==> src/pom_div.sv <==
// Restoring divider, one quotient bit per cycle.
// Unsigned numerator over unsigned denominator; no package dependency.
module pom_div #(
  parameter int NUM_W = 36,
  parameter int DEN_W = 5
) (
  input  logic             clk,
  input  logic             rst,
  input  logic             start,
  input  logic [NUM_W-1:0] num,
  input  logic [DEN_W-1:0] den,
  output logic             done,
  output logic [NUM_W-1:0] quo
);

  localparam int CNT_W = $clog2(NUM_W + 1);

  logic             busy;
  logic [CNT_W-1:0] cnt;
  logic [DEN_W-1:0] rem;
  logic [DEN_W:0]   trial;
  logic             fits;

  assign trial = {rem, quo[NUM_W-1]};
  assign fits  = trial >= {1'b0, den};

  always_ff @(posedge clk) begin
    if (rst) begin
      busy <= 1'b0;
      done <= 1'b0;
      cnt  <= '0;
    end else begin
      done <= 1'b0;
      if (start) begin
        busy <= 1'b1;
        cnt  <= CNT_W'(NUM_W);
        rem  <= '0;
        quo  <= num;
      end else if (busy) begin
        rem <= fits ? DEN_W'(trial - {1'b0, den}) : DEN_W'(trial);
        quo <= {quo[NUM_W-2:0], fits};
        cnt <= cnt - CNT_W'(1);
        if (cnt == CNT_W'(1)) begin
          busy <= 1'b0;
          done <= 1'b1;
        end
      end
    end
  end

endmodule
==> config.mk <==
export PLATFORM = sky130hd
export DESIGN_NAME = pom_div
export DESIGN_NICKNAME = d
export VERILOG_FILES = /design/src/pom_div.sv
export SDC_FILE = /design/constraint.sdc
export NUM_CORES = 1
export LEC_CHECK = 0
export BUFFER_PORTS_ARGS = -buffer_cell sky130_fd_sc_hd__buf_2
export CAP_MARGIN = 20
export CORE_AREA = 2 2 66 81
export DETAILED_ROUTE_END_ITERATION = 6
export DIE_AREA = 0 0 68 83
export PLACE_DENSITY = 0.87
export RECOVER_POWER = 100
export SYNTH_ARGS = -nofsm -noshare
export SYNTH_HDL_FRONTEND = slang
export SYNTH_SLANG_ARGS = --single-unit
==> constraint.sdc <==
create_clock -name clk -period 8 [get_ports clk]
set_input_delay 1.2 -clock clk [delete_from_list [all_inputs] [get_ports clk]]
set_output_delay 1.2 -clock clk [all_outputs]
set_load 0.005 [all_outputs]
==> results.md <==
- Hold WC Path Type: reg -> reg
- Hold-fix buffers, CTS: 0
- Worst Setup SP: start
- Rows: 28
- Slew headroom: -49.5%
- Failing checks: max-capacitance violations, max-slew violations
- Most frequent cell after synthesis: edfxtp_1
- TNS Setup: 0 ns
- IO Port Bufs: 80
- Cell Area, Synth: roughly 2300 um2
- Syn_area_per_cell: 14.3 um2
- CP required: 8.00 ns
- Nets@finish: ~300
- Sequential share of the synthesized area: between 50% and 60%
- Post-CTS setup buffers: 0
- Highest clock rate: between 200 and 300 MHz
- Outcome: complete, but fails checks
- Placed insts: 297
- First-pass GRT wire length: between 7 and 8 mm
- CP arrival: 3.99 ns
- Area of the core: between 4000 and 5000 um2
- Initial antenna violation count: 0
- Yosys top cell by area: edfxtp_1
- Share of cells above drive strength 1: about half
- R2R depth: 8
- Gpl congestion: 0.789
- Final Max Slew Viols: between 40 and 50
- CTS Buffer Depth: 2
- Vias per cell: 5.17
- Die height: 83 um
- Post-synth cell types: 37
- DRC viols: 0
- CTS resizes: 0
- Area grow syn2layout: 22.4%
- MaxCap Viol Count: 1
- Top post-synthesis cells by area: edfxtp_1 (52%), mux2_2 (17%), dfxtp_1 (6.8%)
- Peak VDD IR: 0.000143 V
- Setup ws final: 4.01 ns
- Area of the die: roughly 5600 um2
- Top post-synthesis cells by count: edfxtp_1 (41), mux2_2 (35), inv_1 (10)
- Clk_lat worst skew: roughly 0.3 ns
- Yosys top cell area share: roughly 52%
- Root Driver: clkbuf_8
- Clock Pin Slew Worst Setup and Hold Paths: approximately 0.08 ns
- Min-Delay Startpoint: cnt[1]
- P_leak: around 1.1 nW
- WHS Endpoint: cnt[1]
- Via count: ~1600
- TritonCTS clock tree: built
- IO Pins: ~80
- Clk sink count: 49
- Critical path endpoint category: flop
- WS Path Type: in -> reg
- Gate Count Post-Synth: about 160
- Worst reg2reg startpoint: quo[35]
- Tmin final: about 4.0 ns
- Syn_nets: 216
- Clock Skews: 0.00796 ns
- Final worst-path cycle share: ~50%
- CP max FO: 46
- Final setup violation count: 0
- Hold path depth: 2
- Wirelength per Cell: between 10 and 15 um
- Reg-to-Reg End: rem[4]
- Post-synth ARST share: 0%
- Primary FF master, synth: edfxtp_1
- H-tree depth: 2
- DPL Wire Length: roughly 3.3 mm
- Post-synth EDFFs: 41
- Layout Utilization: 59.4%
- CTS buffer count: 5
- Pre-CTS WS: approximately 4.6 ns
- Fin Hold WS: around 0.53 ns
- Routed WL: approximately 4.5 mm
- CP startpoint kind: primary input
- First DRT Iteration DRCs: 44
- Least-Margin Pin Slew: about 2.2 ns
- GRT Total Usage: ~18%
- ANT cells: 0
- RSZ-0062 raised after global routing: no
- Largest net degree at the start of global routing: 47
- Detailed Routing Iterations Pass 1: 4
- Initial Util: roughly half
- Hold Vio Cnt, Final: 0
- DRT antenna net count: 0
- Seq cells post-synth: around 50
- Total number of yosys warnings: 0
- Non-Filler Instances: approximately 310
- Die width: between 60 and 70 um
- R2R setup slack: 5.93 ns
- Vias in the first global route: around 1600
- Power per cell area: 188 nW/um2
- GRT Residual Overflow: 0
## final cells by class
| class | instances | area, um2 |
|---|---|---|
| Clock buffer | 6 | 72.6 |
| Clock inverter | 2 | 13.8 |
| Fill cell | 412 | 1960 |
| Inverter | 10 | 37.5 |
| Multi-Input combinational cell | 98 | 878 |
| Sequential cell | 49 | 1390 |
| Tap cell | 60 | 75.1 |
| Timing Repair Buffer | 81 | 404 |
## worst max-delay path by stage
stage / cells past startpoint / end
floorplan: 4 / quo[0]
global placement: 3 / quo[8]
detailed placement: 3 / quo[8]
CTS: 3 / rem[3]
global route: 4 / rem[3]
finish: 4 / rem[3]
## through the flow
step / cell area [um2] / power (mW)
2_1_floorplan: 2350 / 0.374
3_3_place_gp: 2790 / 0.403
3_5_place_dp: 2790 / 0.406
4_1_cts: 2880 / 0.546
5_1_grt: 2870 / 0.569
6_report: 2870 / 0.541
## state kept, by name, indices dropped and copies added, names as in the netlist
signal and count:
done 1, busy 1, cnt 6, quo 36, rem 5
## layout by cell type (no fill, tap or decap), types with 2 or more instances in the layout
cell type  netlist  final
xor2_1           2      2
buf_2            4     67
clkbuf_8         0      5
dfxtp_1          8      8
xnor2_1          4      4
inv_1           10     10
clkbuf_1         1     13
a21oi_1          6      6
o21ai_0          3      3
ha_1             7      7
o21a_1           3      3
nand2_1          3      3
nor2_1           8      8
nor3_1           7      7
mux2_2          35     35
edfxtp_1        41     41
## kinds of logic (layout without fill, tap and decap cells)
group / Yosys count / after routing / synth area share (%)
AOI/OAI and AO/OA: 20 / 20 / 6.72
DFF: 49 / 49 / 59.3
adders and majority gates: 8 / 8 / 4.58
muxes: 35 / 35 / 16.8
xor gates and xnor gates: 6 / 6 / 2.24
and+or+nand+nor: 29 / 29 / 7.09
buffers and inverters: 17 / 99 / 3.30
## worst max-delay path, stage by stage
cell and delay [ns]:
clkbuf_1 1.57, nor2_1 0.08, nor2_1 0.81, buf_12 0.29
## routing by layer
layer	up-vias	global-route usage, %	routed length (um)
met5	-	0	0
met4	0	8.36	144
met3	11	4.61	270
met2	50	28.4	2320
met1	745	21.2	1760
li1	775	-	-
## where the power goes
group          switching [mW]  internal (mW)
Sequential             0.0103          0.299
Combinational          0.0453         0.0466
Clock                  0.0783         0.0623
Total                   0.134          0.408
(Power assumes the default switching activity.)
